===== src/hw/rtl/kcc_pkg.sv =====
`timescale 1ns / 1ps
// Shared constants, operation codes and the queue item type for the k-mer counter.
// Used by every module of the block except kcc_ram; depends on nothing else.
package kcc_pkg;

	localparam int MAX_K       = 8;
	localparam int COUNT_BITS  = 16;
	localparam int WIN_W       = 2 * MAX_K;
	localparam int ADDR_W      = WIN_W;
	localparam int TABLE_DEPTH = 1 << ADDR_W;
	localparam int KCNT_W      = $clog2(MAX_K + 1);

	localparam logic [COUNT_BITS-1:0] COUNT_MAX = '1;

	// The queue depth must be a power of two so that the pointers wrap by themselves.
	localparam int QDEPTH = 4;
	localparam int QPTR_W = $clog2(QDEPTH);
	localparam int QCNT_W = $clog2(QDEPTH + 1);

	localparam logic       REG_KMER_LEN   = 1'b0;
	localparam logic       REG_CANONICAL  = 1'b1;
	localparam logic [3:0] KMER_LEN_RESET = 4'd8;
	localparam logic       CANONICAL_RESET = 1'b1;

	localparam logic FUNC_BASE = 1'b0;
	localparam logic FUNC_READ = 1'b1;

	localparam logic [7:0] CHAR_A = 8'h41;
	localparam logic [7:0] CHAR_C = 8'h43;
	localparam logic [7:0] CHAR_G = 8'h47;
	localparam logic [7:0] CHAR_T = 8'h54;

	localparam logic [1:0] BASE_A = 2'd0;
	localparam logic [1:0] BASE_C = 2'd1;
	localparam logic [1:0] BASE_G = 2'd2;
	localparam logic [1:0] BASE_T = 2'd3;

	localparam logic [1:0] OP_NONE = 2'd0;
	localparam logic [1:0] OP_INC  = 2'd1;
	localparam logic [1:0] OP_READ = 2'd2;

	typedef struct packed {
		logic [1:0]        op;
		logic [ADDR_W-1:0] addr;
	} item_t;

endpackage


===== src/hw/rtl/kcc_queue.sv =====
`timescale 1ns / 1ps
// Short first-in first-out queue of table operations between the front and back ends.
// Depends on kcc_pkg for the item type and depth.
module kcc_queue (
	input  logic           clk,
	input  logic           arst_n,
	input  logic           push,
	input  kcc_pkg::item_t push_item,
	output logic           push_ready,
	input  logic           pop,
	output logic           head_valid,
	output kcc_pkg::item_t head_item
);

	kcc_pkg::item_t              slot_q [kcc_pkg::QDEPTH];
	logic [kcc_pkg::QPTR_W-1:0]  wr_ptr_q;
	logic [kcc_pkg::QPTR_W-1:0]  rd_ptr_q;
	logic [kcc_pkg::QCNT_W-1:0]  count_q;

	assign push_ready = (count_q != kcc_pkg::QCNT_W'(kcc_pkg::QDEPTH));
	assign head_valid = (count_q != '0);
	assign head_item  = slot_q[rd_ptr_q];

	always_ff @(posedge clk) begin
		if (push) begin
			slot_q[wr_ptr_q] <= push_item;
		end
	end

	always_ff @(posedge clk or negedge arst_n) begin
		if (!arst_n) begin
			wr_ptr_q <= '0;
			rd_ptr_q <= '0;
			count_q  <= '0;
		end else begin
			if (push) begin
				wr_ptr_q <= wr_ptr_q + kcc_pkg::QPTR_W'(1);
			end
			if (pop) begin
				rd_ptr_q <= rd_ptr_q + kcc_pkg::QPTR_W'(1);
			end
			case ({push, pop})
				2'b10:   count_q <= count_q + kcc_pkg::QCNT_W'(1);
				2'b01:   count_q <= count_q - kcc_pkg::QCNT_W'(1);
				default: count_q <= count_q;
			endcase
		end
	end

endmodule


===== config.mk =====
export PLATFORM = sky130hd
export DESIGN_NAME = kcc_queue
export DESIGN_NICKNAME = d
export VERILOG_FILES = /design/src/hw/rtl/kcc_pkg.sv /design/src/hw/rtl/kcc_queue.sv
export SDC_FILE = /design/constraint.sdc
export NUM_CORES = 1
export LEC_CHECK = 0
export ABC_AREA = 1
export ABC_CLOCK_PERIOD_IN_PS = 1400
export BUFFER_PORTS_ARGS = -buffer_cell sky130_fd_sc_hd__buf_2
export CAP_MARGIN = 20
export CORE_ASPECT_RATIO = 1.75
export CORE_UTILIZATION = 52
export DETAILED_ROUTE_END_ITERATION = 12
export HOLD_SLACK_MARGIN = 0.03
export PLACE_DENSITY = 0.8
export SYNTH_ARGS = -nofsm -noshare
export SYNTH_HDL_FRONTEND = slang
export SYNTH_SLANG_ARGS = --single-unit

===== constraint.sdc =====
create_clock -name clk -period 1.4 [get_ports clk]
set_clock_uncertainty 0.1 [all_clocks]
set_input_delay 0.28 -clock clk [delete_from_list [all_inputs] [get_ports clk]]
set_output_delay 0.28 -clock clk [all_outputs]
set_load 0.01 [all_outputs]

==> flow_results.org <==
** Outcome
- The flow ran to the end, but the final reports show violations.
- The final reports fail on negative setup slack.

** Yosys
- Number of instances in the synthesized netlist :: 258
- After synthesis, the netlist uses 22 different library cells.
- Synthesis inferred 79 register bits.
- Register area share after synthesis :: 64.3%
- Post-Synthesis Net Count :: 286
- The Yosys step of the flow raised 0 warnings.
- Each instance of the synthesized netlist takes up on average 14.1 um^2.
- Netlist area before placement :: 3640 um^2

** Routing
- Detailed routing inserted a total of 2174 vias.
- WL/cell :: 17.4 um
- In the routed layout, each cell is associated on average with a via count of 5.16.
- Router iterations before antenna repair :: 6
- For this run, design rule violations remaining after detail routing come to 0.
- Antenna Violating Nets Remaining :: 0
- For this block, the initial DRC count from the detailed router was 69.
- For this block, the routed nets add up to 7340 um of wire.

** Setup path
- In this run the number of cells on the critical path is 4.
- CP Launch Point :: rd_ptr_q[0]
- Data on the critical path is required at its endpoint by 1.02 ns.
- The worst setup path is captured at a primary output.
- Data on the critical path arrives at its endpoint at 1.49 ns.
- In this run the critical register-to-register path is captured at slot_q[1][5].
- Minimum setup slack among reg-to-reg paths :: -0.10 ns
- Among cell families on the critical path, the largest total delay comes from flip-flops.
- The slowest stage of the critical path belongs to the cell dfrtp_4.
- Startpoint-to-endpoint class of the critical path :: flip-flop to primary output
- Largest stage delay on the critical path :: 0.54 ns
- Worst path buffer plus inverter count :: 2
- Critical path destination :: head_item[1]
- Series of cell instances along the critical path :: buf_12 > o211ai_1 > nand2_2 > buf_6
- Of all nets on the critical path, the largest fanout is 15.
- STA classifies the critical path startpoint as a flip-flop.
- In this run the critical register-to-register path is launched from wr_ptr_q[0].
- The number of cells on the worst reg-to-reg path is 5.

** Global route
- Initial antenna violation count :: 0
- Wire length of the first global-routing pass :: 10800 um
- Entering global routing, the biggest net connects 31 pins.
- Total track usage :: 20.6%
- Number of global-route vias before repair :: 2252
- The total overflow left after global routing is 0.

** Flow run
- The tool flagged a number of max-cap violations equal to 0.

** Cells and area
- Top library cells by usage in the layout, fill and taps aside :: edfxtp_1 (72), nand2_2 (44), inv_1 (38)
- Share of post-route cells with drive strength above 1 :: 56.4%
- Layout overhead on the synthesized area :: 31.3%
- Register area :: 2340 um^2
- Most common library cell in the layout ignoring fill and taps :: edfxtp_1
- In the final layout, the multi-input gates occupy 1050 um^2.
- Total Nets Final :: 360
- Counting the fill cells in the layout gives 468.
- Antenna diode instance count :: 0

** CTS
- Source-to-sink clock delay at the later pin of the worst-skew pair :: 0.33 ns
- Clock H-tree levels :: 3
- Clk pin slew, worst setup/hold paths :: 0.05 ns
- TritonCTS buffer count :: 9
- The tree is rooted in a clkbuf_16.
- The clock passes through at most 2 buffers.
- TritonCTS clock tree :: built
- CTS saw 79 sinks.

** Timing
- In this run the tightest slew margin relative to its limit is 86.0%.
- Post-layout minimum cycle time :: 1.87 ns
- Setup violations remaining at the end of the flow were counted as 86.
- For the pin with the worst max-slew slack, the measured transition is 0.208 ns.
- Max-slew violation count :: 0
- Hold timing on the final database bottoms out at a slack of 0.0631 ns.
- Final worst-path setup slack :: -0.471 ns
- Final cycle utilization of the critical path :: 134%
- Timing would allow up to 534 MHz.
- Setup repair after global routing missed its margin :: true
- The number of hold-slack violations in the final timing report came to 0.

** Power
- Across the VDD grid, the largest voltage drop is 0.00189 V.
- Total power per unit cell area :: 2260 nW/um^2
- Total leakage power :: 1.95 nW

** Floorplanning
- The die is 65.2 um wide.
- After floorplanning, the core was sized to cover 6810 um^2.
- Die ar. :: 7350 um^2
- After floorplanning, the core was divided into 40 placement rows.
- Initial core utilization :: 53.4%
- I/O pin count :: 42
- The die is 113 um tall.

** Place
- The congestion estimate from routability-driven global placement came to 0.710.
- DP Wirelength :: 4160 um
- During placement, the flow inserted port buffers numbering 41.
- Timing analysis after detailed placement gives a worst setup slack of -0.115 ns.

** Hold path
- Worst hold-check path type :: input pin to flip-flop
==> synthesized netlist by cell type <==
cell,count,area (um^2)
ha_1,5,62.6
o21ai_1,1,5.00
dfrtp_1,7,175
buf_12,5,100
nand4_1,1,6.26
xor2_2,1,16.3
buf_6,3,33.8
xnor2_1,1,8.76
xor2_1,2,17.5
nand3_1,3,15.0
fa_1,1,20.0
inv_1,48,180
inv_12,1,16.3
o211ai_1,3,22.5
nand2_1,29,109
o211ai_2,33,413
buf_2,2,10.0
edfxtp_1,72,2160
inv_2,1,3.75
nand2_2,36,225
o21ai_0,1,5.00
buf_8,2,30.0
==> worst min-delay path by stage <==
| stage | depth (start not counted) | slack, ns | start | to |
|---|---|---|---|---|
| after floorplan | 0 | -0.12 | arst_n | count_q[0] |
| after global placement | 1 | 0.03 | arst_n | count_q[2] |
| after detailed placement | 1 | 0.03 | arst_n | count_q[0] |
| after CTS | 1 | 0.05 | push_item[6] | slot_q[1][6] |
| after global routing | 1 | 0.06 | push_item[1] | slot_q[3][1] |
| final | 1 | 0.06 | push_item[1] | slot_q[3][1] |
==> report_power, final <==
part | internal [mW] | switching (mW) | leakage, nW | total, mW
clock network | 1.37 | 0.849 | 0.137 | 2.22
registers | 3.13 | 0.263 | 0.743 | 3.39
logic | 2.55 | 2.63 | 1.07 | 5.18
total | 7.05 | 3.74 | 1.95 | 10.8
==> cell families (layout without fill, tap and decap cells) <==
| kind of cell | count (synthesis) | in the layout | synth area share [%] |
|---|---|---|---|
| buf+inv | 62 | 141 | 10.3 |
| simple gates | 69 | 69 | 9.77 |
| fa+ha+maj | 6 | 6 | 2.27 |
| xor+xnor | 4 | 4 | 1.17 |
| compound gates | 38 | 38 | 12.2 |
| flops | 79 | 79 | 64.3 |
==> sequential cells by signal, indices dropped and copies added, names as in the netlist <==
signal,cells
wr_ptr_q,2
count_q,3
slot_q,72
rd_ptr_q,2
==> final cells by class <==
| type | count | share of cell area [%] |
|---|---|---|
| sequential | 79 | 49.0 |
| multi-input combinational | 117 | 21.9 |
| timing repair buffer | 75 | 16.3 |
| clock buffer | 11 | 4.87 |
| inverter | 50 | 4.61 |
| tap | 84 | 2.20 |
| clock inverter | 5 | 1.07 |
==> metal layers <==
layer	up-vias	GRT usage (%)	wire, um
li1	1024	-	-
met1	1087	21.3	2680
met2	50	36.1	4240
met3	13	5.49	256
met4	0	12.0	167
met5	-	0	0
==> per-stage QoR <==
stage | setup TNS [ns] | power [mW] | area [um^2] | utilization, % | instances
finish | -10.02 | 10.8 | 4780 | 70.2 | 421
global route | -12.52 | 11.3 | 4780 | 70.2 | 421
CTS | -10.08 | 10.3 | 4610 | 67.7 | 418
detailed placement | -1.88 | 7.16 | 4030 | 59.2 | 391
global placement | -0.871 | 7.04 | 4030 | 59.2 | 391
floorplan | -0.664 | 6.21 | 3670 | - | 258
==> timing repair <==
action,CTS,global route
setup endpoints to repair,73,86
cloned,2,1
gates resized for setup,37,32
pin swaps,5,11
setup buffers,8,2
hold buffers,1,0
hold endpoints to repair,7,0
No activity file was read; power rests on OpenSTA's default activity.
