File: config.mk
export PLATFORM = sky130hd
export DESIGN_NAME = kcc_front
export DESIGN_NICKNAME = d
export VERILOG_FILES = /design/src/hw/rtl/kcc_pkg.sv /design/src/hw/rtl/kcc_front.sv
export SDC_FILE = /design/constraint.sdc
export NUM_CORES = 1
export LEC_CHECK = 0
export BUFFER_PORTS_ARGS = -buffer_cell sky130_fd_sc_hd__buf_2
export CORE_MARGIN = 2
export CORE_UTILIZATION = 25
export CTS_CLUSTER_SIZE = 24
export DETAILED_ROUTE_END_ITERATION = 10
export PLACE_DENSITY = 0.44
export SETUP_SLACK_MARGIN = 0.1
export SYNTH_ARGS = -nofsm -noshare
export SYNTH_HDL_FRONTEND = slang
export SYNTH_SLANG_ARGS = --single-unit
File: constraint.sdc
create_clock -name clk -period 13.4 [get_ports clk]
set_input_delay 2.68 -clock clk [delete_from_list [all_inputs] [get_ports clk]]
set_output_delay 2.68 -clock clk [all_outputs]
set_load 0.005 [all_outputs]
File: src/hw/rtl/kcc_pkg.sv
`timescale 1ns / 1ps
// Shared constants, operation codes and the queue item type for the k-mer counter.
// Used by every module of the block except kcc_ram; depends on nothing else.
package kcc_pkg;

	localparam int MAX_K       = 8;
	localparam int COUNT_BITS  = 16;
	localparam int WIN_W       = 2 * MAX_K;
	localparam int ADDR_W      = WIN_W;
	localparam int TABLE_DEPTH = 1 << ADDR_W;
	localparam int KCNT_W      = $clog2(MAX_K + 1);

	localparam logic [COUNT_BITS-1:0] COUNT_MAX = '1;

	// The queue depth must be a power of two so that the pointers wrap by themselves.
	localparam int QDEPTH = 4;
	localparam int QPTR_W = $clog2(QDEPTH);
	localparam int QCNT_W = $clog2(QDEPTH + 1);

	localparam logic       REG_KMER_LEN   = 1'b0;
	localparam logic       REG_CANONICAL  = 1'b1;
	localparam logic [3:0] KMER_LEN_RESET = 4'd8;
	localparam logic       CANONICAL_RESET = 1'b1;

	localparam logic FUNC_BASE = 1'b0;
	localparam logic FUNC_READ = 1'b1;

	localparam logic [7:0] CHAR_A = 8'h41;
	localparam logic [7:0] CHAR_C = 8'h43;
	localparam logic [7:0] CHAR_G = 8'h47;
	localparam logic [7:0] CHAR_T = 8'h54;

	localparam logic [1:0] BASE_A = 2'd0;
	localparam logic [1:0] BASE_C = 2'd1;
	localparam logic [1:0] BASE_G = 2'd2;
	localparam logic [1:0] BASE_T = 2'd3;

	localparam logic [1:0] OP_NONE = 2'd0;
	localparam logic [1:0] OP_INC  = 2'd1;
	localparam logic [1:0] OP_READ = 2'd2;

	typedef struct packed {
		logic [1:0]        op;
		logic [ADDR_W-1:0] addr;
	} item_t;

endpackage

File: src/hw/rtl/kcc_front.sv
`timescale 1ns / 1ps
// Front end: configuration registers, base decoding, forward and reverse-complement windows.
// Classifies each transaction into a table operation; depends on kcc_pkg.
module kcc_front (
	input  logic                       clk,
	input  logic                       arst_n,
	input  logic                       cfg_we,
	input  logic                       cfg_index,
	input  logic [3:0]                 cfg_data,
	input  logic                       in_valid,
	output logic                       in_ready,
	input  logic                       func,
	input  logic [7:0]                 base_char,
	input  logic [15:0]                read_addr,
	output logic                       push,
	output kcc_pkg::item_t             push_item,
	input  logic                       push_ready
);

	logic [3:0]                       kmer_len_q;
	logic                             canonical_q;
	logic [kcc_pkg::WIN_W-1:0]        fwd_q;
	logic [kcc_pkg::WIN_W-1:0]        rev_q;
	logic [kcc_pkg::KCNT_W-1:0]       vb_q;

	logic [kcc_pkg::KCNT_W-1:0]       k_eff;
	logic [kcc_pkg::WIN_W-1:0]        mask;
	logic [1:0]                       code;
	logic                             is_base;
	logic [kcc_pkg::WIN_W-1:0]        fwd_n;
	logic [kcc_pkg::WIN_W-1:0]        rev_n;
	logic [kcc_pkg::KCNT_W-1:0]       vb_n;
	logic [kcc_pkg::KCNT_W-1:0]       k_m1;
	logic                             counted;
	logic                             accept;

	assign in_ready = push_ready;
	assign accept   = in_valid && push_ready;
	assign push     = accept;

	always_comb begin
		if (kmer_len_q == 4'd0) begin
			k_eff = kcc_pkg::KCNT_W'(1);
		end else if (int'(kmer_len_q) > kcc_pkg::MAX_K) begin
			k_eff = kcc_pkg::KCNT_W'(kcc_pkg::MAX_K);
		end else begin
			k_eff = kcc_pkg::KCNT_W'(kmer_len_q);
		end
	end

	always_comb begin
		case (base_char)
			kcc_pkg::CHAR_A: begin code = kcc_pkg::BASE_A; is_base = 1'b1; end
			kcc_pkg::CHAR_C: begin code = kcc_pkg::BASE_C; is_base = 1'b1; end
			kcc_pkg::CHAR_G: begin code = kcc_pkg::BASE_G; is_base = 1'b1; end
			kcc_pkg::CHAR_T: begin code = kcc_pkg::BASE_T; is_base = 1'b1; end
			default: begin code = kcc_pkg::BASE_A; is_base = 1'b0; end
		endcase
	end

	assign k_m1  = k_eff - kcc_pkg::KCNT_W'(1);
	assign mask  = ~({kcc_pkg::WIN_W{1'b1}} << {k_eff, 1'b0});
	assign fwd_n = {fwd_q[kcc_pkg::WIN_W-3:0], code} & mask;
	assign rev_n = ((rev_q & mask) >> 2)
		| (kcc_pkg::WIN_W'(kcc_pkg::BASE_T - code) << {k_m1, 1'b0});
	assign vb_n    = (vb_q < k_eff) ? vb_q + kcc_pkg::KCNT_W'(1) : vb_q;
	assign counted = (vb_n >= k_eff);

	always_comb begin
		push_item.op   = kcc_pkg::OP_NONE;
		push_item.addr = '0;
		if (func == kcc_pkg::FUNC_READ) begin
			push_item.op   = kcc_pkg::OP_READ;
			push_item.addr = kcc_pkg::ADDR_W'(read_addr);
		end else if (is_base && counted) begin
			push_item.op = kcc_pkg::OP_INC;
			if (canonical_q && (rev_n < fwd_n)) begin
				push_item.addr = kcc_pkg::ADDR_W'(rev_n);
			end else begin
				push_item.addr = kcc_pkg::ADDR_W'(fwd_n);
			end
		end
	end

	always_ff @(posedge clk or negedge arst_n) begin
		if (!arst_n) begin
			kmer_len_q  <= kcc_pkg::KMER_LEN_RESET;
			canonical_q <= kcc_pkg::CANONICAL_RESET;
		end else if (cfg_we) begin
			case (cfg_index)
				kcc_pkg::REG_KMER_LEN:  kmer_len_q  <= cfg_data;
				kcc_pkg::REG_CANONICAL: canonical_q <= cfg_data[0];
				default: ;
			endcase
		end
	end

	always_ff @(posedge clk or negedge arst_n) begin
		if (!arst_n) begin
			fwd_q <= '0;
			rev_q <= '0;
			vb_q  <= '0;
		end else if (accept && func == kcc_pkg::FUNC_BASE) begin
			if (is_base) begin
				fwd_q <= fwd_n;
				rev_q <= rev_n;
				vb_q  <= vb_n;
			end else begin
				fwd_q <= '0;
				rev_q <= '0;
				vb_q  <= '0;
			end
		end
	end

endmodule

==> impl_results.rst, run 1 <==
.. list-table::
   :header-rows: 1

   * - Metric
     - Value
   * - Syn Area/Cell
     - 8.64 sq um
   * - Area share of the largest cell type after synthesis
     - between 30% and 40%
   * - RSZ-0062 raised after global routing
     - no
   * - Gate count after technology mapping
     - 331
   * - Clock sink total
     - 37
   * - Unique cell type count in the Yosys netlist
     - 53
   * - Vias in the first global route
     - 2,696
   * - Power per cell area
     - 113 nW/um^2
   * - Fraction of final layout cells sized beyond drive strength 1
     - 23.0%
   * - Post-Syn Area
     - 2860 sq um
   * - Setup violations, final
     - 0
   * - Maximum fanout along the worst path
     - 18
   * - Final Hold Viols
     - 0
   * - Worst vdd rail ir drop
     - 0.0444 mV
   * - Most used flip-flop cell after synthesis
     - sky130_fd_sc_hd__dfrtp_1
   * - Clock-pin slew on the worst setup and hold paths
     - 0.06 ns
   * - HPWL after detailed placement
     - 6.27 mm
   * - Die width
     - roughly 110 microns
   * - Residual antenna-violating net count after detailed routing
     - 0
   * - Quantity of hold-fixing buffers added after cts
     - 0
   * - Seq/Total Area, Yosys
     - about 32%
   * - Slew at the pin with the worst max-slew slack
     - 1.21 ns
   * - Post-CTS Resized
     - 0
   * - Antenna violations before repair
     - 0
   * - Summed negative setup slack over all endpoints
     - 0 ns
   * - Number of DRC violations after detailed-routing iteration 0
     - 147
   * - Worst endpoint data arrival time
     - around 6.4 ns
   * - Critical path's largest stage delay
     - 0.53 ns
   * - Type of element capturing the critical path
     - output pin
   * - Number of buffers created by CTS
     - 5
   * - Max-slew headroom at the worst pin
     - 19.4%
   * - DRC violation count after routing
     - 0
   * - Maximum root-to-sink buffer count
     - 2
   * - Dpl ws
     - about 4.3 ns
   * - Placeable Area
     - 11,300 sq um
   * - Required arrival time at the worst endpoint
     - 10.72 ns
   * - Area of all placed cells without fillers
     - 3390 sq um
   * - Final wirelength
     - 8.38 mm
   * - Number of input and output port buffers inserted
     - 54
   * - Pin count of the biggest net entering global routing
     - 38
   * - Timing-limited maximum frequency
     - 0.110 GHz
   * - Nets in the synthesized netlist
     - 392
   * - Class of the worst hold path
     - reg -> reg
   * - Cell at the root of the clock tree
     - sky130_fd_sc_hd__clkbuf_16
   * - Area growth from synthesis to layout
     - 18.5%
   * - Depth of the CTS H-tree
     - 2
   * - Number of synthesized register bits
     - 37
   * - Via count
     - 2,624
   * - Area contributors post-synth
     - sky130_fd_sc_hd__dfrtp_1, sky130_fd_sc_hd__ha_1, sky130_fd_sc_hd__nand2_1
   * - Worst slack on hold paths
     - 0.487 ns
   * - Overall global routing resource usage
     - 14.4%
   * - Post-synth EDFFs
     - 0
   * - Global-route wire length before repair
     - approximately 14 mm
   * - Count of warnings emitted by yosys
     - 0
   * - NumNets Final
     - 439
   * - Largest area contributor in the netlist
     - sky130_fd_sc_hd__dfrtp_1
   * - Ports
     - 55
   * - Nature of the critical path startpoint
     - input port
   * - Leak
     - 1.60 nW
   * - Area of the die
     - 12,300 sq um
   * - Dpl cell area
     - 3240 sq um
   * - Async set or reset register ratio after synthesis
     - 100%
   * - Crit path max-delay cell type
     - sky130_fd_sc_hd__o21ai_4
   * - Worst Clk Skew
     - 0.00262 ns
   * - Final worst path period need
     - 9.05 ns
   * - Antenna cells
     - 0
   * - Buffers inserted during post-CTS setup optimization
     - 0
   * - Drt via density
     - slightly above 5
   * - Routed length per placed instance
     - 16.1 microns
   * - Floorplan row count
     - 39
   * - List of most frequent post-synthesis cells
     - sky130_fd_sc_hd__nand2_1, sky130_fd_sc_hd__o21ai_0, sky130_fd_sc_hd__dfrtp_1, sky130_fd_sc_hd__ha_1, sky130_fd_sc_hd__inv_1
   * - Number of pins exceeding their max-slew limit in the final report
     - 0
   * - Global route total overflow
     - 0
   * - CTS tree
     - yes
   * - Number of max-cap violations
     - 0
   * - Y dimension of the die
     - roughly 110 microns
   * - Most common cell in the netlist
     - sky130_fd_sc_hd__nand2_1
   * - First drt pass iteration count
     - 4
   * - Clock latency reported for the late side of the worst-skew pair
     - 0.28 ns
   * - Final period util
     - between 60 and 70%
   * - Outcome
     - completed
   * - Smallest setup slack after layout
     - 4.35 ns
   * - CP Class
     - in -> out
   * - Routability Congestion
     - 0.805
   * - Initial Utilization
     - 25.4%
   * - Critical path cell sequence
     - buf_2 > nor4b_4 > o211ai_1 > a32oi_1 > inv_1 > ha_1 > o21ai_0 > o21ai_0 > o221ai_1 > o21ai_4 > or2_4 > o221ai_1 > buf_2
## cell usage in the layout, fill, tap and decap left out, drive strengths merged, types with 5 or more instances in the layout
cell	synthesis	routed
nand2b	5	5
o211ai	14	14
ha	26	26
dfrtp	35	35
o21ai	40	40
clkbuf	9	8
nand2	74	74
nand4	14	14
a22oi	10	10
buf	6	55
inv	21	21
a21oi	6	6
nor2	11	11
## through the flow
step | util, % | power, mW | cells
after floorplan | - | 0.221 | 331
after global placement | 28.7 | 0.263 | 514
after detailed placement | 28.7 | 0.263 | 514
after CTS | 30.0 | 0.385 | 522
after global routing | 30.0 | 0.408 | 522
final | 30.0 | 0.383 | 522
## flip-flops by register name, summed over array words and instances, names as in the netlist
| signal | count |
|---|---|
| rev_q | 14 |
| kmer_len_q | 4 |
| fwd_q | 14 |
| canonical_q | 1 |
| vb_q | 4 |
## area by class of cell
| cell class | instances | area (sq um) |
|---|---|---|
| flip-flops and latches | 37 | 928 |
| fillers | 1208 | 7890 |
| inverters | 22 | 82.6 |
| well taps | 143 | 179 |
| multi-input cells | 257 | 1770 |
| repair buffers | 55 | 278 |
| clock buffers | 8 | 146 |
## report_power, final
group | internal [mW] | switching [mW]
registers | 0.115 | 0.00367
logic | 0.0519 | 0.0901
clock network | 0.0744 | 0.0479
## per-layer routing
layer	up-vias	track usage (%)	share of wire (%)
li1	1292	-	-
met1	1263	20.2	50
met2	62	22.9	45
met3	7	2.95	4.4
met4	0	3.25	1.2
met5	-	0	0
## critical path, delay by kind of cell
kind,cells,cell delay [ns]
AO/OA/AOI/OAI,7,2.29
AND/OR/NAND/NOR,2,0.78
adder cells (fa/ha/maj),1,0.27
buffers and inverters,3,0.34
## kinds of logic (layout without fill, tap and decap cells)
group           Yosys count  in the layout  share of synthesized area, %
fa+ha+maj                26             26                          11.4
flops                    37             37                          32.5
buf+inv                  37             85                          5.51
compound gates           95             95                          25.6
xor+xnor                  5              5                          1.53
simple gates            125            125                          21.2
mux                       6              6                          2.28
## final timing paths
check	cells past startpoint	startpoint	end	slack [ns]
setup / recovery	13	base_char[5]	push_item[0]	4.35
hold / removal	2	fwd_q[12]$_DFFE_PN0P_	fwd_q[12]$_DFFE_PN0P_	0.49
setup reg to reg	8	kmer_len_q[3]$_DFFE_PN1P_	vb_q[3]$_DFFE_PN0P_	10.57
hold reg to reg	2	fwd_q[12]$_DFFE_PN0P_	fwd_q[12]$_DFFE_PN0P_	0.49
max in group asynchronous	1	arst_n	rev_q[14]$_DFFE_PN0P_	10.33
min in group asynchronous	1	arst_n	fwd_q[7]$_DFFE_PN0P_	2.52
Note: power is estimated with default switching activity, not from simulation.
==> run 2, diff against run 1 <==
Settings changed: ABC_AREA set to 1.
Clock period 13.4 ns to 8.67 ns, I/O delays scaled along.
==> run 2 against run 1 <==
Sequential share of layout area decreased by 0.29 points. Clock-buffer cell count decreased by 1. Wire length decreased by 1.9%. Die area increased by 1.6%. Synthesized cell count increased by 22%. Power increased by 60%. Cell count increased by 15%. Register-to-register slack got worse by 4.7 ns. Critical path type unchanged. Highest routed layer unchanged.
==> impl_results.rst, run 2 <==
.. list-table::
   :header-rows: 1

   * - Metric
     - Value
   * - Outcome
     - completed (unchanged)
   * - Finished Layout Cells
     - 598 (was 522)
   * - Final Hold Viols
     - 0 (unchanged)
   * - Power per cell area
     - 179 nW/um^2 (was 113 nW/um^2)
   * - Combinational group share of total power
     - 41.7% (was 37.1%)
   * - Total placed cells including tap cells
     - 590 (was 514)
   * - Maximum fanout along the worst path
     - 17 (was 18)
   * - CTS tree
     - yes (unchanged)
   * - Async set or reset register ratio after synthesis
     - 100% (unchanged)
   * - Number of synthesized register bits
     - 37 (unchanged)
   * - First drt pass iteration count
     - 4 (unchanged)
   * - Post-Syn Area
     - 2910 sq um (was 2860 sq um)
   * - Footprint of the flip-flops and latches
     - 928 sq um (unchanged)
   * - Die width
     - 112 microns (was 111 microns)
   * - Worst slack on hold paths
     - 0.482 ns (was 0.487 ns)
   * - Overall global routing resource usage
     - 14.0% (was 14.4%)
   * - Setup violations, final
     - 0 (unchanged)
   * - Area contributors post-synth
     - sky130_fd_sc_hd__dfrtp_1, sky130_fd_sc_hd__nand2_1, sky130_fd_sc_hd__ha_1 (was sky130_fd_sc_hd__dfrtp_1, sky130_fd_sc_hd__ha_1, sky130_fd_sc_hd__nand2_1)
   * - Cell at the root of the clock tree
     - sky130_fd_sc_hd__clkbuf_16 (unchanged)
   * - Class of the worst hold path
     - reg -> reg (unchanged)
   * - Syn Area/Cell
     - 7.19 sq um (was 8.64 sq um)
   * - Smallest setup slack after layout
     - 1.99 ns (was 4.35 ns)
   * - Required arrival time at the worst endpoint
     - 6.94 ns (was 10.72 ns)
   * - Worst Clk Skew
     - 0.00704 ns (was 0.00262 ns)
   * - Residual antenna-violating net count after detailed routing
     - 0 (unchanged)
   * - Unique cell type count in the Yosys netlist
     - 32 (was 53)
   * - Slew at the pin with the worst max-slew slack
     - 1.08 ns (was 1.21 ns)
   * - Dpl ws
     - 2.03 ns (was 4.35 ns)
   * - Area of the multi-input gates
     - 1670 sq um (was 1770 sq um)
   * - Drt via density
     - 4.63 (was 5.03)
   * - Area of the die
     - 12,500 sq um (was 12,300 sq um)
   * - HPWL after detailed placement
     - 6.32 mm (was 6.27 mm)
   * - Timing-limited maximum frequency
     - 0.150 GHz
   * - Number of fillers in the final layout
     - 1,245 (was 1,208)
   * - Number of buffers created by CTS
     - 5 (unchanged)
   * - Most common cell in the netlist
     - sky130_fd_sc_hd__nand2_1 (unchanged)
   * - Gate count after technology mapping
     - 404 (was 331)
   * - Worst hold path endpoint
     - fwd_q[9]$_DFFE_PN0P_ (was fwd_q[12]$_DFFE_PN0P_)
   * - Post-CTS Resized
     - 0 (unchanged)
   * - Area growth from synthesis to layout
     - 17.8% (was 18.5%)
   * - Final wirelength
     - 8.22 mm (was 8.38 mm)
   * - Worst endpoint data arrival time
     - 4.94 ns (was 6.37 ns)
   * - Placeable Area
     - 11,400 sq um (was 11,300 sq um)
   * - Max-slew headroom at the worst pin
     - 27.7% (was 19.4%)
   * - Share of total power in the clock network
     - 28.7% (was 31.9%)
   * - Clock sink total
     - 37 (unchanged)
   * - Via count
     - 2,766 (was 2,624)
   * - Number of input and output port buffers inserted
     - 54 (unchanged)
   * - Leak
     - 1.77 nW (was 1.60 nW)
   * - Clock-pin slew on the worst setup and hold paths
     - 0.06 ns (about the same)
   * - Count of warnings emitted by yosys
     - 0 (unchanged)
   * - Ports
     - 55 (unchanged)
   * - Number of pins exceeding their max-slew limit in the final report
     - 0 (unchanged)
   * - Maximum root-to-sink buffer count
     - 2 (unchanged)
   * - Number of max-cap violations
     - 0 (unchanged)
   * - NumNets Final
     - 515 (was 439)
   * - Quantity of hold-fixing buffers added after cts
     - 0 (unchanged)
   * - Final worst path period need
     - roughly 6.7 ns
   * - Floorplan row count
     - 39 (unchanged)
   * - Worst reg2reg path endpoint
     - rev_q[2]$_DFFE_PN0P_ (was vb_q[3]$_DFFE_PN0P_)
   * - Depth of the CTS H-tree
     - 2 (unchanged)
   * - Reg2Reg Depth
     - 10 (was 8)
   * - DRC violation count after routing
     - 0 (unchanged)
   * - Antenna cells
     - 0 (unchanged)
   * - Post-synth EDFFs
     - 0 (unchanged)
   * - Type of element capturing the critical path
     - output pin (unchanged)
   * - Nature of the critical path startpoint
     - input port (unchanged)
   * - Vias in the first global route
     - 2,893 (was 2,696)
   * - Initial Utilization
     - 25.6% (was 25.4%)
   * - Commonest cells after routing, fill and taps aside
     - sky130_fd_sc_hd__nand2_1, sky130_fd_sc_hd__inv_1, sky130_fd_sc_hd__buf_2, sky130_fd_sc_hd__dfrtp_1 (was sky130_fd_sc_hd__nand2_1, sky130_fd_sc_hd__buf_2, sky130_fd_sc_hd__o21ai_0, sky130_fd_sc_hd__dfrtp_1, sky130_fd_sc_hd__ha_1)
   * - Global-route wire length before repair
     - 14.2 mm (was 14.3 mm)
   * - Routed length per placed instance
     - 13.7 microns (was 16.1 microns)
   * - Dpl cell area
     - 3290 sq um (was 3240 sq um)
   * - Final period util
     - 77.0%
   * - Global route total overflow
     - 0 (unchanged)
   * - Antenna violations before repair
     - 0 (unchanged)
   * - Seq/Total Area, Yosys
     - 32.0% (was 32.5%)
   * - Nets in the synthesized netlist
     - 465 (was 392)
   * - List of most frequent post-synthesis cells
     - sky130_fd_sc_hd__nand2_1, sky130_fd_sc_hd__inv_1, sky130_fd_sc_hd__dfrtp_1, sky130_fd_sc_hd__nand3_1, sky130_fd_sc_hd__nor2_1 (was sky130_fd_sc_hd__nand2_1, sky130_fd_sc_hd__o21ai_0, sky130_fd_sc_hd__dfrtp_1, sky130_fd_sc_hd__ha_1, sky130_fd_sc_hd__inv_1)
   * - Most common library cell in the layout ignoring fill and taps
     - sky130_fd_sc_hd__nand2_1 (unchanged)
   * - Source of the worst hold timing path
     - fwd_q[9]$_DFFE_PN0P_ (was fwd_q[12]$_DFFE_PN0P_)
   * - Most used flip-flop cell after synthesis
     - sky130_fd_sc_hd__dfrtp_1 (unchanged)
   * - Worst vdd rail ir drop
     - 0.0839 mV (was 0.0444 mV)
   * - RSZ-0062 raised after global routing
     - no (unchanged)
   * - Fin util
     - 30.1% (was 30.0%)
   * - Internal cell power
     - 0.369 mW (was 0.241 mW)
   * - Routability Congestion
     - 0.896 (was 0.805)
   * - Largest registers
     - fwd_q x14, rev_q x14 (unchanged)
   * - Summed negative setup slack over all endpoints
     - 0 ns (unchanged)
   * - Largest area contributor in the netlist
     - sky130_fd_sc_hd__dfrtp_1 (unchanged)
   * - R2R Path Start
     - kmer_len_q[2]$_DFFE_PN0P_ (was kmer_len_q[3]$_DFFE_PN1P_)
   * - Cell count of the worst hold path
     - 2 (unchanged)
   * - CP Class
     - in -> out (unchanged)
   * - Pin count of the biggest net entering global routing
     - 38 (unchanged)
   * - Fraction of final layout cells sized beyond drive strength 1
     - 19.8% (was 23.0%)
   * - Net switching fraction of the power
     - 40.0% (was 37.0%)
   * - Power share of the sequential group
     - 29.6% (was 31.0%)
   * - Reg2reg setup slack
     - 5.92 ns (was 10.57 ns)
   * - Buffers inserted during post-CTS setup optimization
     - 0 (unchanged)
   * - Clock latency reported for the late side of the worst-skew pair
     - 0.28 ns (about the same)
   * - Number of DRC violations after detailed-routing iteration 0
     - 78 (was 147)
   * - Area of all placed cells without fillers
     - 3420 sq um (was 3390 sq um)
   * - Y dimension of the die
     - 112 microns (was 111 microns)
   * - Total power draw
     - 0.614 mW (was 0.383 mW)
   * - Area share of the largest cell type after synthesis
     - 30.1% (was 30.6%)
   * - Total net switching power
     - 0.245 mW (was 0.142 mW)
run 2: cell types whose count changed after synthesis, sizes merged, moves of 18 or more:
cell / change
nor2: +18
o21ai: -19
nand3: +35
inv: +38
nand2: +48
o22ai: +27
run 2: worst max-delay path by stage:
stage / from / depth (start not counted) / end / slack, ns
floorplan: base_char[6] / 19 / push_item[10] / 2.89
global placement: base_char[7] / 20 / push_item[1] / 2.00
detailed placement: base_char[7] / 20 / push_item[1] / 2.03
CTS: base_char[7] / 20 / push_item[1] / 2.01
global route: base_char[7] / 20 / push_item[0] / 1.59
finish: base_char[7] / 20 / push_item[0] / 1.99
run 2: logic make-up (layout without fill, tap and decap cells):
| logic type | after synthesis | after routing | synth area share, % |
|---|---|---|---|
| AOI/OAI and AO/OA | 69 | 69 | 13.9 |
| and+or+nand+nor | 195 | 195 | 30.5 |
| xor gates and xnor gates | 4 | 4 | 1.85 |
| adders and majority gates | 26 | 26 | 11.2 |
| buffers and inverters | 73 | 124 | 10.6 |
| DFF | 37 | 37 | 32.0 |
run 2: layout make-up:
cell class,count,share of cell area (%)
clock buffers,7,3.87
flip-flops and latches,37,27.1
multi-input cells,294,48.7
repair buffers,56,8.33
inverters,60,6.58
clock inverters,1,0.146
well taps,143,5.23
run 2: per-layer routing:
metal / share of wire [%] / vias up / global-route usage (%) / wire, microns
li1: - / 1422 / - / -
met1: 48 / 1274 / 18.4 / 3940
met2: 47 / 59 / 23.8 / 3870
met3: 3.5 / 11 / 2.40 / 287
met4: 1.5 / 0 / 3.70 / 125
met5: 0 / - / 0 / 0
run 2: power by group through the flow:
stage          clock network (mW)  registers [mW]  logic [mW]
2_1_floorplan                   0           0.183       0.204
3_3_place_gp                    0           0.185       0.256
3_5_place_dp                    0           0.185       0.257
4_1_cts                     0.183           0.182       0.258
5_1_grt                     0.191           0.182       0.294
6_report                    0.176           0.181       0.256
run 2: worst max-delay path, cell delays in order:
cell                       delay, ns
sky130_fd_sc_hd__buf_2          0.09
sky130_fd_sc_hd__nor2_1         0.20
sky130_fd_sc_hd__nand2_1        0.08
sky130_fd_sc_hd__nor2_1         0.12
sky130_fd_sc_hd__inv_1          0.07
sky130_fd_sc_hd__nand2_1        0.10
sky130_fd_sc_hd__nor2_1         0.07
sky130_fd_sc_hd__nand2_1        0.09
sky130_fd_sc_hd__o22ai_1        0.11
sky130_fd_sc_hd__ha_1           0.34
sky130_fd_sc_hd__a21oi_1        0.15
sky130_fd_sc_hd__nor2_1         0.06
sky130_fd_sc_hd__a211oi_1       0.16
sky130_fd_sc_hd__o21ai_0        0.12
sky130_fd_sc_hd__a31oi_2        0.71
sky130_fd_sc_hd__nand2_4        0.31
sky130_fd_sc_hd__nand2_1        0.13
sky130_fd_sc_hd__nand3_1        0.10
sky130_fd_sc_hd__nand2_1        0.08
sky130_fd_sc_hd__buf_2          0.10
==> run 3, diff against run 2 <==
Settings changed: PLACE_DENSITY 0.44 to 0.46.
Clock period 8.67 ns to 6.1 ns, I/O delays scaled along.
==> run 3 against run 2 <==
Flip-flop and latch count did not move. Die area is the same. Global-route usage down 0.25 points. Sequential power rose by 43%. Worst hold slack improved by 0.0055 ns. Sequential share of layout area decreased by 0.059 points. Setup slack got worse by 1.3 ns. Largest cell class unchanged. First-iteration DRC count is 71% higher. Via count grew 0.61%.
==> impl_results.rst, run 3 (synthesized netlist as in run 2, its figures left out) <==
.. list-table::
   :header-rows: 1

   * - Metric
     - Value
   * - Quantity of hold-fixing buffers added after cts
     - 0 (unchanged)
   * - Die width
     - 112 microns (unchanged)
   * - Source of the worst hold timing path
     - fwd_q[3]$_DFFE_PN0P_ (was fwd_q[9]$_DFFE_PN0P_)
   * - Smallest setup slack after layout
     - 0.684 ns (was 1.99 ns)
   * - Dpl ws
     - 0.773 ns (was 2.03 ns)
   * - Via count
     - 2,783 (was 2,766)
   * - Final wirelength
     - 8.30 mm (was 8.22 mm)
   * - Final Hold Viols
     - 0 (unchanged)
   * - Clock sink total
     - 37 (unchanged)
   * - Outcome
     - completed (unchanged)
   * - Residual antenna-violating net count after detailed routing
     - 0 (unchanged)
   * - CTS tree
     - yes (unchanged)
   * - Total net switching power
     - 0.355 mW (was 0.245 mW)
   * - First drt pass iteration count
     - 4 (unchanged)
   * - Setup violations, final
     - 0 (unchanged)
   * - Number of DRC violations after detailed-routing iteration 0
     - 133 (was 78)
   * - Number of fillers in the final layout
     - 1,241 (was 1,245)
   * - Drt via density
     - 4.65 (was 4.63)
   * - Worst vdd rail ir drop
     - 0.150 mV (was 0.0839 mV)
   * - Number of pins exceeding their max-slew limit in the final report
     - 0 (unchanged)
   * - Antenna cells
     - 0 (unchanged)
   * - Fraction of final layout cells sized beyond drive strength 1
     - 20.0% (was 19.8%)
   * - Cell at the root of the clock tree
     - sky130_fd_sc_hd__clkbuf_16 (unchanged)
   * - RSZ-0062 raised after global routing
     - no (unchanged)
   * - R2R Path Start
     - kmer_len_q[2]$_DFFE_PN0P_ (unchanged)
   * - Final period util
     - 88.8%
   * - HPWL after detailed placement
     - 6.40 mm (was 6.32 mm)
   * - Reg2reg setup slack
     - 3.48 ns (was 5.92 ns)
   * - Share of total power in the clock network
     - 28.7% (about the same)
   * - DRC violation count after routing
     - 0 (unchanged)
   * - Depth of the CTS H-tree
     - 2 (unchanged)
   * - Post-CTS Resized
     - 0 (unchanged)
   * - Critical path cell sequence
     - nor2_2 > nand2_1 > nand2_1 > inv_1 > ha_1 > xor2_4 > o22ai_1 > ha_1 > a21oi_1 > nor2_1 > a211oi_1 > o21ai_0 > a31oi_2 > buf_4 > nand3_1 > nand3_2 > nand2_1 > buf_2 (was buf_2 > nor2_1 > nand2_1 > nor2_1 > inv_1 > nand2_1 > nor2_1 > nand2_1 > o22ai_1 > ha_1 > a21oi_1 > nor2_1 > a211oi_1 > o21ai_0 > a31oi_2 > nand2_4 > nand2_1 > nand3_1 > nand2_1 > buf_2)
   * - Ports
     - 55 (unchanged)
   * - Crit path max-delay cell type
     - sky130_fd_sc_hd__dfrtp_1 (was sky130_fd_sc_hd__a31oi_2)
   * - CP Class
     - reg -> out (was in -> out)
   * - Number of max-cap violations
     - 0 (unchanged)
   * - Power per cell area
     - 257 nW/um^2 (was 179 nW/um^2)
   * - Class of the worst hold path
     - reg -> reg (unchanged)
   * - Leak
     - 1.77 nW (about the same)
   * - Placeable Area
     - 11,400 sq um (unchanged)
   * - Cell repeated most along the worst path
     - sky130_fd_sc_hd__nand2_1 (unchanged)
   * - Slew at the pin with the worst max-slew slack
     - 1.06 ns (was 1.08 ns)
   * - Commonest cells after routing, fill and taps aside
     - sky130_fd_sc_hd__nand2_1, sky130_fd_sc_hd__inv_1, sky130_fd_sc_hd__buf_2, sky130_fd_sc_hd__dfrtp_1 (unchanged)
   * - Routed length per placed instance
     - 13.8 microns (was 13.7 microns)
   * - Antenna violations before repair
     - 0 (unchanged)
   * - Vias in the first global route
     - 2,865 (was 2,893)
   * - Combinational group share of total power
     - 42.0% (was 41.7%)
   * - Floorplan row count
     - 39 (unchanged)
   * - Power share of the sequential group
     - 29.2% (was 29.6%)
   * - Nature of the critical path startpoint
     - register (was input port)
   * - Maximum fanout along the worst path
     - 10 (was 17)
   * - Fin util
     - 30.2% (was 30.1%)
   * - Type of element capturing the critical path
     - output pin (unchanged)
   * - Global-route wire length before repair
     - 14.0 mm (was 14.2 mm)
   * - Area growth from synthesis to layout
     - 18.1% (was 17.8%)
   * - Number of buffers created by CTS
     - 5 (unchanged)
   * - Area of the die
     - 12,500 sq um (unchanged)
   * - Timing-limited maximum frequency
     - 0.185 GHz
   * - Overall global routing resource usage
     - 13.7% (was 14.0%)
   * - NumNets Final
     - 516 (was 515)
   * - CP startpoint
     - kmer_len_q[2]$_DFFE_PN0P_ (was base_char[7])
   * - Global route total overflow
     - 0 (unchanged)
   * - Worst endpoint data arrival time
     - 4.20 ns (was 4.94 ns)
   * - Clock latency reported for the late side of the worst-skew pair
     - 0.28 ns (about the same)
   * - Critical path's largest stage delay
     - 0.42 ns (was 0.71 ns)
   * - Pin count of the biggest net entering global routing
     - 38 (unchanged)
   * - Max-slew headroom at the worst pin
     - 29.2% (was 27.7%)
   * - Internal cell power
     - 0.527 mW (was 0.369 mW)
   * - Initial Utilization
     - 25.6% (unchanged)
   * - Total power draw
     - 0.882 mW (was 0.614 mW)
   * - Buffers inserted during post-CTS setup optimization
     - 0 (unchanged)
   * - Required arrival time at the worst endpoint
     - 4.88 ns (was 6.94 ns)
   * - Worst Clk Skew
     - 0.0103 ns (was 0.00704 ns)
   * - Crit path max-delay family
     - compound AO/OA/AOI/OAI gates (was simple AND/OR/NAND/NOR gates)
   * - Summed negative setup slack over all endpoints
     - 0 ns (unchanged)
   * - Routability Congestion
     - 0.831 (was 0.896)
   * - Y dimension of the die
     - 112 microns (unchanged)
   * - Number of input and output port buffers inserted
     - 54 (unchanged)
   * - Clock-pin slew on the worst setup and hold paths
     - 0.06 ns (about the same)
   * - Largest registers
     - fwd_q x14, rev_q x14 (unchanged)
   * - Combined buffer and inverter count along the critical path
     - 3 (unchanged)
   * - Final worst path period need
     - 5.42 ns
   * - Maximum root-to-sink buffer count
     - 2 (unchanged)
   * - Net switching fraction of the power
     - 40.2% (was 40.0%)
   * - Most common library cell in the layout ignoring fill and taps
     - sky130_fd_sc_hd__nand2_1 (unchanged)
==> run 3: final timing paths <==
kind,end,cells after the start
max,push_item[13],18
min,fwd_q[3]$_DFFE_PN0P_,2
max reg2reg,rev_q[2]$_DFFE_PN0P_,10
min reg2reg,fwd_q[3]$_DFFE_PN0P_,2
max in group asynchronous,rev_q[11]$_DFFE_PN0P_,1
min in group asynchronous,fwd_q[4]$_DFFE_PN0P_,1
==> run 3: routing by layer <==
layer | up-vias | wire length (microns) | track usage, %
li1 | 1422 | - | -
met1 | 1295 | 4020 | 18.5
met2 | 58 | 3830 | 23.2
met3 | 8 | 334 | 2.12
met4 | 0 | 103 | 3.29
met5 | - | 0 | 0
==> run 3: power by group through the flow <==
stage | registers (mW) | clock network (mW) | logic [mW]
after detailed placement | 0.262 | 0 | 0.369
after floorplan | 0.260 | 0 | 0.290
after CTS | 0.258 | 0.257 | 0.371
after global routing | 0.258 | 0.268 | 0.421
final | 0.258 | 0.254 | 0.371
after global placement | 0.262 | 0 | 0.367
==> run 3: metrics by stage <==
stage | cell area (sq um) | hold WS (ns) | cells
3_3_place_gp | 3290 | 0.478 | 591
6_report | 3430 | 0.488 | 599
5_1_grt | 3430 | 0.511 | 599
3_5_place_dp | 3290 | 0.478 | 591
4_1_cts | 3430 | 0.493 | 599
2_1_floorplan | 2910 | 0.453 | 404
==> run 3: area by class of cell <==
class	instances	area, sq um	area share [%]
Multi-Input combinational cell	294	1670	48.6
Sequential cell	37	928	27.1
Timing Repair Buffer	57	293	8.53
Inverter	60	225	6.56
Tap cell	143	179	5.22
Clock buffer	7	133	3.87
Clock inverter	1	5.00	0.146
==> run 3: tightest hold or removal path, delay by kind of cell, from the launching register on <==
family	cells	cell delay, ns
compound gates	1	0.06
flops	1	0.34
simple gates	1	0.05
